===== src/rtl/hiap_pkg.sv =====
package hiap_pkg;

    localparam int CHAR_W    = 8;
    localparam int VALUE_W   = 32;
    localparam int BOUND_W   = 31;
    localparam int KIND_W    = 2;
    localparam int CFG_IDX_W = 2;
    localparam int PHASE_W   = 3;
    // mag * 10 + 9 with mag <= 2^31 fits in 35 bits
    localparam int WIDE_W    = VALUE_W + 3;

    // parse phases
    localparam logic [PHASE_W-1:0] PH_WS     = 3'd0;
    localparam logic [PHASE_W-1:0] PH_SIGN   = 3'd1;
    localparam logic [PHASE_W-1:0] PH_DIGITS = 3'd2;
    localparam logic [PHASE_W-1:0] PH_TAIL   = 3'd3;
    localparam logic [PHASE_W-1:0] PH_FAIL   = 3'd4;

    // coerce kinds
    localparam logic [KIND_W-1:0] KIND_SIGNED  = 2'd0;
    localparam logic [KIND_W-1:0] KIND_NONNEG  = 2'd1;
    localparam logic [KIND_W-1:0] KIND_POS     = 2'd2;
    localparam logic [KIND_W-1:0] KIND_CLAMPED = 2'd3;

    // register indexes
    localparam logic [CFG_IDX_W-1:0] REG_COERCE_KIND   = 2'd0;
    localparam logic [CFG_IDX_W-1:0] REG_DEFAULT_VALUE = 2'd1;
    localparam logic [CFG_IDX_W-1:0] REG_CLAMP_LOW     = 2'd2;
    localparam logic [CFG_IDX_W-1:0] REG_CLAMP_HIGH    = 2'd3;

    localparam logic [WIDE_W-1:0]  MAG_LIMIT      = 35'h0_8000_0000;
    localparam logic [BOUND_W-1:0] CLAMP_HIGH_RST = 31'h7fff_ffff;

    localparam logic [CHAR_W-1:0] CH_TAB   = 8'h09;
    localparam logic [CHAR_W-1:0] CH_LF    = 8'h0a;
    localparam logic [CHAR_W-1:0] CH_FF    = 8'h0c;
    localparam logic [CHAR_W-1:0] CH_CR    = 8'h0d;
    localparam logic [CHAR_W-1:0] CH_SPACE = 8'h20;
    localparam logic [CHAR_W-1:0] CH_PLUS  = 8'h2b;
    localparam logic [CHAR_W-1:0] CH_MINUS = 8'h2d;
    localparam logic [CHAR_W-1:0] CH_ZERO  = 8'h30;
    localparam logic [CHAR_W-1:0] CH_NINE  = 8'h39;

    function automatic logic is_ws(input logic [CHAR_W-1:0] c);
        return (c == CH_TAB) || (c == CH_LF) || (c == CH_FF) ||
               (c == CH_CR) || (c == CH_SPACE);
    endfunction

    function automatic logic is_dec(input logic [CHAR_W-1:0] c);
        return (c >= CH_ZERO) && (c <= CH_NINE);
    endfunction

endpackage


===== src/rtl/html_integer_attribute_parser_top.sv =====
// Channel   Direction  Handshake              Payload
// in        sink       in_valid / in_ready    char_byte, has_char, is_last
// out       source     out_valid / out_ready  value, took_default
// cfg       sink       cfg_valid / cfg_ready  cfg_index, cfg_data
//
// One item per cycle unless a result waits on out_ready. The item ending a value passes
// the input register, then parse state and snapshot, then coerce into the output register,
// where its result is valid.
// The parse state loop (multiply by ten, add, limit compare) sets the cycle time.
// All stages hold while a result waits on out_ready; in_ready drops only then.
// rst_n clears parse state and valid bits and sets the configuration registers to their reset values.
// cfg_ready is always high.
module html_integer_attribute_parser_top
    import hiap_pkg::*;
(
    input  logic                        clk,
    input  logic                        rst_n,

    input  logic                        in_valid,
    output logic                        in_ready,
    input  logic [CHAR_W-1:0]           char_byte,
    input  logic                        has_char,
    input  logic                        is_last,

    output logic                        out_valid,
    input  logic                        out_ready,
    output logic signed [VALUE_W-1:0]   value,
    output logic                        took_default,

    input  logic                        cfg_valid,
    output logic                        cfg_ready,
    input  logic [CFG_IDX_W-1:0]        cfg_index,
    input  logic [VALUE_W-1:0]          cfg_data
);

    logic                advance;

    // configuration
    logic [KIND_W-1:0]   kind_reg;
    logic [VALUE_W-1:0]  default_reg;
    logic [BOUND_W-1:0]  low_reg;
    logic [BOUND_W-1:0]  high_reg;

    // input register
    logic                s1_valid_reg;
    logic [CHAR_W-1:0]   s1_char_reg;
    logic                s1_has_reg;
    logic                s1_last_reg;

    // parse state
    logic [PHASE_W-1:0]  phase_reg, phase_next;
    logic                neg_reg, neg_next;
    logic [VALUE_W-1:0]  mag_reg, mag_next;
    logic                ovf_reg, ovf_next;

    // finished value waiting for coercion
    logic                snap_valid_reg;
    logic                snap_parsed_reg;
    logic                snap_neg_reg;
    logic [VALUE_W-1:0]  snap_mag_reg;
    logic                snap_ovf_reg;

    // output register
    logic                out_valid_reg;
    logic [VALUE_W-1:0]  value_reg, value_next;
    logic                dflt_reg, dflt_next;

    logic [WIDE_W-1:0]   mag_wide;
    logic [VALUE_W-1:0]  clamp_up;
    logic                snap_is_neg;
    logic                ok;

    assign advance   = !out_valid_reg || out_ready;
    assign in_ready  = advance;
    assign cfg_ready = 1'b1;

    assign out_valid    = out_valid_reg;
    assign value        = value_reg;
    assign took_default = dflt_reg;

    always_ff @(posedge clk or negedge rst_n)
    begin
        if (!rst_n)
        begin
            kind_reg    <= KIND_SIGNED;
            default_reg <= '0;
            low_reg     <= '0;
            high_reg    <= CLAMP_HIGH_RST;
        end
        else if (cfg_valid)
        begin
            unique case (cfg_index)
                REG_COERCE_KIND:   kind_reg    <= cfg_data[KIND_W-1:0];
                REG_DEFAULT_VALUE: default_reg <= cfg_data;
                REG_CLAMP_LOW:     low_reg     <= cfg_data[BOUND_W-1:0];
                REG_CLAMP_HIGH:    high_reg    <= cfg_data[BOUND_W-1:0];
                default:           ;
            endcase
        end
    end

    // input register
    always_ff @(posedge clk or negedge rst_n)
    begin
        if (!rst_n)
        begin
            s1_valid_reg <= 1'b0;
        end
        else if (advance)
        begin
            s1_valid_reg <= in_valid;
        end
    end

    always_ff @(posedge clk)
    begin
        if (advance)
        begin
            s1_char_reg <= char_byte;
            s1_has_reg  <= has_char;
            s1_last_reg <= is_last;
        end
    end

    // mag * 10 + digit
    assign mag_wide = ({3'b000, mag_reg} << 3) + ({3'b000, mag_reg} << 1)
                    + {{(WIDE_W-4){1'b0}}, s1_char_reg[3:0]};

    always_comb
    begin
        phase_next = phase_reg;
        neg_next   = neg_reg;
        mag_next   = mag_reg;
        ovf_next   = ovf_reg;
        if (s1_has_reg)
        begin
            unique case (phase_reg)
                PH_WS:
                begin
                    if (is_ws(s1_char_reg))
                    begin
                        phase_next = PH_WS;
                    end
                    else if (s1_char_reg == CH_MINUS)
                    begin
                        neg_next   = 1'b1;
                        phase_next = PH_SIGN;
                    end
                    else if (s1_char_reg == CH_PLUS)
                    begin
                        phase_next = PH_SIGN;
                    end
                    else if (is_dec(s1_char_reg))
                    begin
                        phase_next = PH_DIGITS;
                    end
                    else
                    begin
                        phase_next = PH_FAIL;
                    end
                end
                PH_SIGN:
                begin
                    phase_next = is_dec(s1_char_reg) ? PH_DIGITS : PH_FAIL;
                end
                PH_DIGITS:
                begin
                    if (!is_dec(s1_char_reg))
                    begin
                        phase_next = PH_TAIL;
                    end
                end
                PH_TAIL:   ;
                default:   phase_next = PH_FAIL;
            endcase

            // digit accepted in whitespace, sign or digits phase
            if (is_dec(s1_char_reg) &&
                (phase_reg == PH_WS || phase_reg == PH_SIGN || phase_reg == PH_DIGITS))
            begin
                if (mag_wide > MAG_LIMIT)
                begin
                    ovf_next = 1'b1;
                end
                else
                begin
                    mag_next = mag_wide[VALUE_W-1:0];
                end
            end
        end
    end

    always_ff @(posedge clk or negedge rst_n)
    begin
        if (!rst_n)
        begin
            phase_reg      <= PH_WS;
            neg_reg        <= 1'b0;
            mag_reg        <= '0;
            ovf_reg        <= 1'b0;
            snap_valid_reg <= 1'b0;
        end
        else if (advance)
        begin
            snap_valid_reg <= s1_valid_reg && s1_last_reg;
            if (s1_valid_reg)
            begin
                if (s1_last_reg)
                begin
                    phase_reg <= PH_WS;
                    neg_reg   <= 1'b0;
                    mag_reg   <= '0;
                    ovf_reg   <= 1'b0;
                end
                else
                begin
                    phase_reg <= phase_next;
                    neg_reg   <= neg_next;
                    mag_reg   <= mag_next;
                    ovf_reg   <= ovf_next;
                end
            end
        end
    end

    always_ff @(posedge clk)
    begin
        if (advance)
        begin
            snap_parsed_reg <= (phase_next == PH_DIGITS) || (phase_next == PH_TAIL);
            snap_neg_reg    <= neg_next;
            snap_mag_reg    <= mag_next;
            snap_ovf_reg    <= ovf_next;
        end
    end

    // coerce
    assign snap_is_neg = snap_neg_reg && (snap_mag_reg != '0);
    assign clamp_up    = (snap_mag_reg < {1'b0, low_reg}) ? {1'b0, low_reg} : snap_mag_reg;

    always_comb
    begin
        ok         = 1'b0;
        value_next = snap_mag_reg;
        unique case (kind_reg)
            KIND_SIGNED:
            begin
                ok         = !snap_ovf_reg && (snap_is_neg || !snap_mag_reg[VALUE_W-1]);
                value_next = snap_is_neg ? (~snap_mag_reg + 1'b1) : snap_mag_reg;
            end
            KIND_NONNEG:
            begin
                ok = !snap_is_neg && !snap_ovf_reg && !snap_mag_reg[VALUE_W-1];
            end
            KIND_POS:
            begin
                ok = !snap_is_neg && !snap_ovf_reg && !snap_mag_reg[VALUE_W-1] &&
                     (snap_mag_reg != '0);
            end
            KIND_CLAMPED:
            begin
                ok = !snap_is_neg;
                // an overflowed value always sits above clamp_high
                if (snap_ovf_reg || (clamp_up > {1'b0, high_reg}))
                begin
                    value_next = {1'b0, high_reg};
                end
                else
                begin
                    value_next = clamp_up;
                end
            end
            default: ;
        endcase
        ok        = ok && snap_parsed_reg;
        dflt_next = !ok;
        if (!ok)
        begin
            value_next = default_reg;
        end
    end

    always_ff @(posedge clk or negedge rst_n)
    begin
        if (!rst_n)
        begin
            out_valid_reg <= 1'b0;
        end
        else if (advance)
        begin
            out_valid_reg <= snap_valid_reg;
        end
    end

    always_ff @(posedge clk)
    begin
        if (advance)
        begin
            value_reg <= value_next;
            dflt_reg  <= dflt_next;
        end
    end

endmodule


===== config.mk =====
export PLATFORM = sky130hd
export DESIGN_NAME = html_integer_attribute_parser_top
export DESIGN_NICKNAME = d
export VERILOG_FILES = /design/src/rtl/hiap_pkg.sv /design/src/rtl/html_integer_attribute_parser_top.sv
export SDC_FILE = /design/constraint.sdc
export NUM_CORES = 1
export LEC_CHECK = 0
export BUFFER_PORTS_ARGS = -buffer_cell sky130_fd_sc_hd__buf_4
export CORE_ASPECT_RATIO = 1.75
export CORE_UTILIZATION = 65
export DETAILED_ROUTE_END_ITERATION = 16
export GPL_TIMING_DRIVEN = 0
export PLACE_DENSITY = 0.81
export SYNTH_ARGS = -nofsm -noshare
export SYNTH_HDL_FRONTEND = slang
export SYNTH_SLANG_ARGS = --single-unit

===== constraint.sdc =====
create_clock -name clk -period 8.9 [get_ports clk]
set_input_delay 0.89 -clock clk [delete_from_list [all_inputs] [get_ports clk]]
set_output_delay 0.89 -clock clk [all_outputs]
set_load 0.02 [all_outputs]

* Word level (Yosys, flattened, before mapping) *
Cells that the tools add are included.

cells by class
  $add $sub $neg = 3
  $lt $le $gt $ge = 5
  equal/unequal tests = 18
  muxes and demuxes = 27
  bitwise operators = 1
  reduce and logical (&&, ||, !) cells = 33

operators with widths
  kind                     number
  $mux W32                 8
  $pmux W32 S2             1
  $add A35 B33 Y35         1
  $add A35 B4 Y35          1
  $gt A35 B32 Y1 const B   1
  $add A32 B1 Y32 const B  1
  $eq A8 B4 Y1 const B     4
  $gt A32 B31 Y1           1
  $lt A32 B31 Y1           1
  $not A32 Y32             1
  $reduce_bool A32 Y1      1
  $eq A8 B6 Y1 const B     3
  $mux W3                  7
  $eq A3 B2 Y1 const B     4
  $pmux W3 S4              1
  $logic_or A1 B1 Y1       10
  $reduce_and A2 Y1        5
  $logic_and A1 B1 Y1      9
  $mux W1                  9
  $eq A2 B2 Y1 const B     4
  $ge A8 B6 Y1 const B     1
  $le A8 B6 Y1 const B     1
  $logic_not A1 Y1         5
  $eq A2 B1 Y1 const B     2
  4 further kinds          5

storage, ports and cells
  register bits = 214

* Logic depth before layout (Yosys ltp) *
  depth in word-level cells = 10
  depth in mapped cells = 25
  depth with buffers taken out = 22

* Worst setup path after synthesis *
Ideal clock, no wire load.

  kind = flip-flop to flip-flop
  from = reg snap_mag_reg[9]
  to = reg value_reg[10], in the netlist value[10] (data pin)
  library setup time = 0.258 ns
  arrival time = 4.632 ns
  setup slack = 4.010 ns
  cell stages (with the launch flop) = 24
  path buffers = 3
  period minus slack after synthesis = 4.890 ns
  cells stage by stage = edfxtp_1 > ha_1 > a21o_1 > a21o_1 > a21o_1 > a21oi_1 > nor2b_1 > o31ai_1 > a31o_2 > clkbuf_1 > nand3_1 > nand2_1 > ha_1 > a21o_1 > a21o_1 > a21oi_1 > o211ai_1 > a211oi_1 > o311a_1 > clkbuf_1 > nor3_1 > clkbuf_1 > a221o_1 > o221a_2

between the ends
  word-level cells in the longest chain between the ends = 9
  elaborated cells on any way between the ends = 20
  classes of those cells = 1 x add/sub; 2 x order compare; 6 x mux; 1 x bitwise; 10 x reduce/logical

RTL lines
  element                                                                 line                                      text
  start, declared                                                         html_integer_attribute_parser_top.sv:60   logic [VALUE_W-1:0] snap_mag_reg;
  start signal, assigned                                                  html_integer_attribute_parser_top.sv:232  snap_mag_reg <= mag_next;
  parallel branches: the longest is 8 deep, another holds $lt A32 B31 Y1  -
  $mux W32 (*)                                                            html_integer_attribute_parser_top.sv:277  if (!ok)
  via value_next[10]                                                      html_integer_attribute_parser_top.sv:65   logic [VALUE_W-1:0] value_reg, value_next;
  end signal, assigned                                                    html_integer_attribute_parser_top.sv:299  value_reg <= value_next;
  end, declared                                                           html_integer_attribute_parser_top.sv:65

Mark *: on every way through the listed nets, which the timed path passes.
A chain may end at the register's enable or synchronous reset.

* Worst setup path after layout *
  from = reg snap_mag_reg[9]
  to = reg value_reg[12], in the netlist value[12] (data pin)

Same word-level chain as after synthesis.

==> flow_metrics.tcl <==
set metrics [dict create \
    slew_headroom_pct 31.4 \
    htreeDepth 1 \
    status "finished, final reports clean" \
    cts_buffer_depth 3 \
    final_common_cell "ha_1" \
    antenna_found_initial 1 \
    rsz0062_at_grt "false" \
    num_rows 72 \
    grt.met3_usage_pct 5.83 \
    post-route-min-period_ps 7130 \
    cts_tree "yes" \
    routed_wl_mm 43.7 \
    grt-ovfl-total 0 \
    setup_viol 0 \
    post_cts_buffers 0 \
    routed_via_density 6.75 \
    fmax_mhz 140 \
    cp.required_ps 9290 \
    crit_type "flip-flop to flip-flop" \
    syn_nets 1575 \
    vias 12200 \
    power.density_nw_per_um2 208 \
    syn_to_final_growth_pct 11.8 \
    hp-class "primary input to async pin" \
    cp-startpoint "snap_mag_reg[9]$_DFFE_PN_" \
    clk_pin_slew_ps 60 \
    synth_edf_count 78 \
    skew_ps 12.9 \
    track_usage_pct 38.9 \
    cp.arrival_ps 7520 \
    cp-start-kind "flip-flop" \
    die-area_um2 23100 \
    ant_nets 0 \
    cts_root_buf "clkbuf_16" \
    r2r_cells 21 \
    cts_made_buffers 21 \
    avgSynthCellArea_um2 10.5 \
    yosys_warnings 0 \
    pre_cts_slack_ps 2170 \
    nFillCells 1685 \
    final_cell_mix "129 x ha_1, 124 x mux2_2, 105 x dfrtp_1" \
    synth_flop_cell "dfrtp_1" \
    first_global_vias 12600 \
    reg2reg_to "value[12]$_DFFE_PN_" \
    yosysSeqAreaShare_pct 39.6 \
    yosysUniqueCellTypes 88 \
    regToRegStartpoint "snap_mag_reg[9]$_DFFE_PN_" \
    start_util_pct 66.3 \
    leakage_nw 7.49 \
    ioPinCount 85 \
    cts-resized-gates 0 \
    worstMarginPinSlew_ps 1010 \
    ff2ff_setup_slack_ps 1770 \
    worst_ir_drop_vdd_mv 0.151 \
    final_max_slew_viol_count 0 \
    clk_latency_ps 530 \
    first_iter_violations 812 \
    endpoint_kind "flip-flop" \
    grtUsageMet1_pct 40.4 \
    drc 0 \
    fin_tns_setup_ps 0 \
    drtPass1Iterations 5 \
    netlist_area_um2 14600 \
    use_met2_pct 67.6 \
    cts.sinks 214 \
    crit_path_max_fanout 10 \
    period_share_pct 80.2 \
    ctsHoldBuffers 0 \
    final_nets 1682 \
    grt_most_used_layer "met2" \
    die_width_um 115 \
    synthArstFlopShare_pct 63.6 \
    globalplace.congestion 1.02 \
    die_h_um 200 \
    wl_per_cell_um 24.1 \
    drv_cap 0 \
    drive_gt1_share_pct 22.4 \
    hpwl_mm 32.6 \
    netlist_instances 1395 \
    coreArea_um2 22100 \
    grt_max_degree 85 \
    synth.ff_latch_count 214 \
    place.port_buffers 83 \
    finalHoldViolations 0 \
    grt_pass1_wl_mm 67.7 \
    worst_slack_ps 1770 \
]
[cell type report]
type	count	area, um^2	area share, %
multi-input cells	1030	8140	49.8
flip-flops and latches	214	5780	35.4
repair buffers	84	654	4.00
clock buffers	26	564	3.45
plain buffers	75	418	2.56
well taps	296	370	2.27
inverters	76	285	1.74
clock inverters	11	134	0.819
diodes	1	2.50	0.0153
[worst max-delay path by stage]
stage,to,slack (ps)
after global placement,value[7]$_DFFE_PN_,2130
after floorplan,value[10]$_DFFE_PN_,4010
after detailed placement,value[7]$_DFFE_PN_,2170
after global routing,value[11]$_DFFE_PN_,1630
final,value[12]$_DFFE_PN_,1770
after CTS,value[12]$_DFFE_PN_,2110
[stage by stage]
| step | hold slack [ps] | area (um^2) | power (mW) | utilization [%] | std cells |
|---|---|---|---|---|---|
| after CTS | 382 | 16300 | 3.39 | 74.1 | 1812 |
| after global routing | 402 | 16300 | 3.56 | 74.1 | 1812 |
| final | 354 | 16300 | 3.41 | 74.1 | 1813 |
| after detailed placement | 433 | 15600 | 2.46 | 70.9 | 1775 |
| after global placement | 426 | 15600 | 2.43 | 70.8 | 1774 |
| after floorplan | 414 | 14600 | 2.06 | - | 1395 |
[critical path: stages (launching register included)]
cell      delay (ps)
edfxtp_1         530
ha_1             370
a21o_1           170
a21o_1           170
a21o_1           180
a21oi_1          140
nor2b_1           60
o31ai_1          390
a31o_2           260
clkbuf_1         700
nand3_1          200
nand2_1          120
ha_1             170
nand4_1          210
nor4_1           770
a211oi_1         200
o311a_1          400
clkbuf_1         290
nor3_1           550
clkbuf_1         600
a221o_1          290
o221a_2          200
[metal layers]
metal | wire length (um) | vias to the layer above
met3 | 2790 | 244
met5 | 0 | -
li1 | - | 5546
met2 | 22100 | 565
met4 | 3960 | 0
met1 | 14800 | 5890
[where the power goes]
part | internal [mW] | leakage [nW] | switching [mW] | total, mW
clock | 0.538 | 0.343 | 0.394 | 0.932
combinational | 0.448 | 4.66 | 0.644 | 1.09
sequential | 1.24 | 2.49 | 0.144 | 1.38
[kinds of logic (layout without fill, tap and decap cells)]
group                    count (synthesis)  after routing  share of synthesized area (%)
AO/OA/AOI/OAI                          396            396                           19.8
multiplexers                           127            127                           9.77
other                                    1              2                         0.0256
XOR/XNOR                                53             53                           3.17
buffers and inverters                  151            272                           4.81
flip-flops                             214            214                           39.6
AND/OR/NAND/NOR                        322            322                           11.6
adder cells (fa/ha/maj)                131            131                           11.3
[Yosys cell counts, types with 5 or more instances]
cell	number	share of area, %
nor2_1	36	0.92
a311oi_1	6	0.36
o211ai_1	10	0.51
edfxtp_1	78	16
and3_1	5	0.21
nand3b_1	5	0.26
clkbuf_1	43	1.1
dfstp_2	31	5.6
o221a_2	29	2.2
and2_1	10	0.43
o21ai_0	80	2.7
mux2_2	124	9.5
a221o_1	22	1.5
o41ai_1	7	0.42
o31ai_1	13	0.67
a32o_1	31	2.1
xor2_1	10	0.60
buf_1	8	0.21
buf_4	6	0.31
nor4_1	9	0.38
xnor2_1	43	2.6
nand3_1	53	1.8
or3_1	30	1.3
a21o_1	45	2.3
nor3_1	17	0.58
a211oi_1	11	0.56
inv_1	76	2.0
o21a_1	14	0.72
nor2b_1	7	0.30
buf_6	10	0.77
nand2_1	95	2.4
a31oi_1	5	0.21
nand2b_1	7	0.30
ha_1	129	11
nand4_1	19	0.81
or4_1	5	0.26
dfrtp_1	105	18
a21oi_1	79	2.7
No activity file was read; power rests on OpenSTA's default activity.
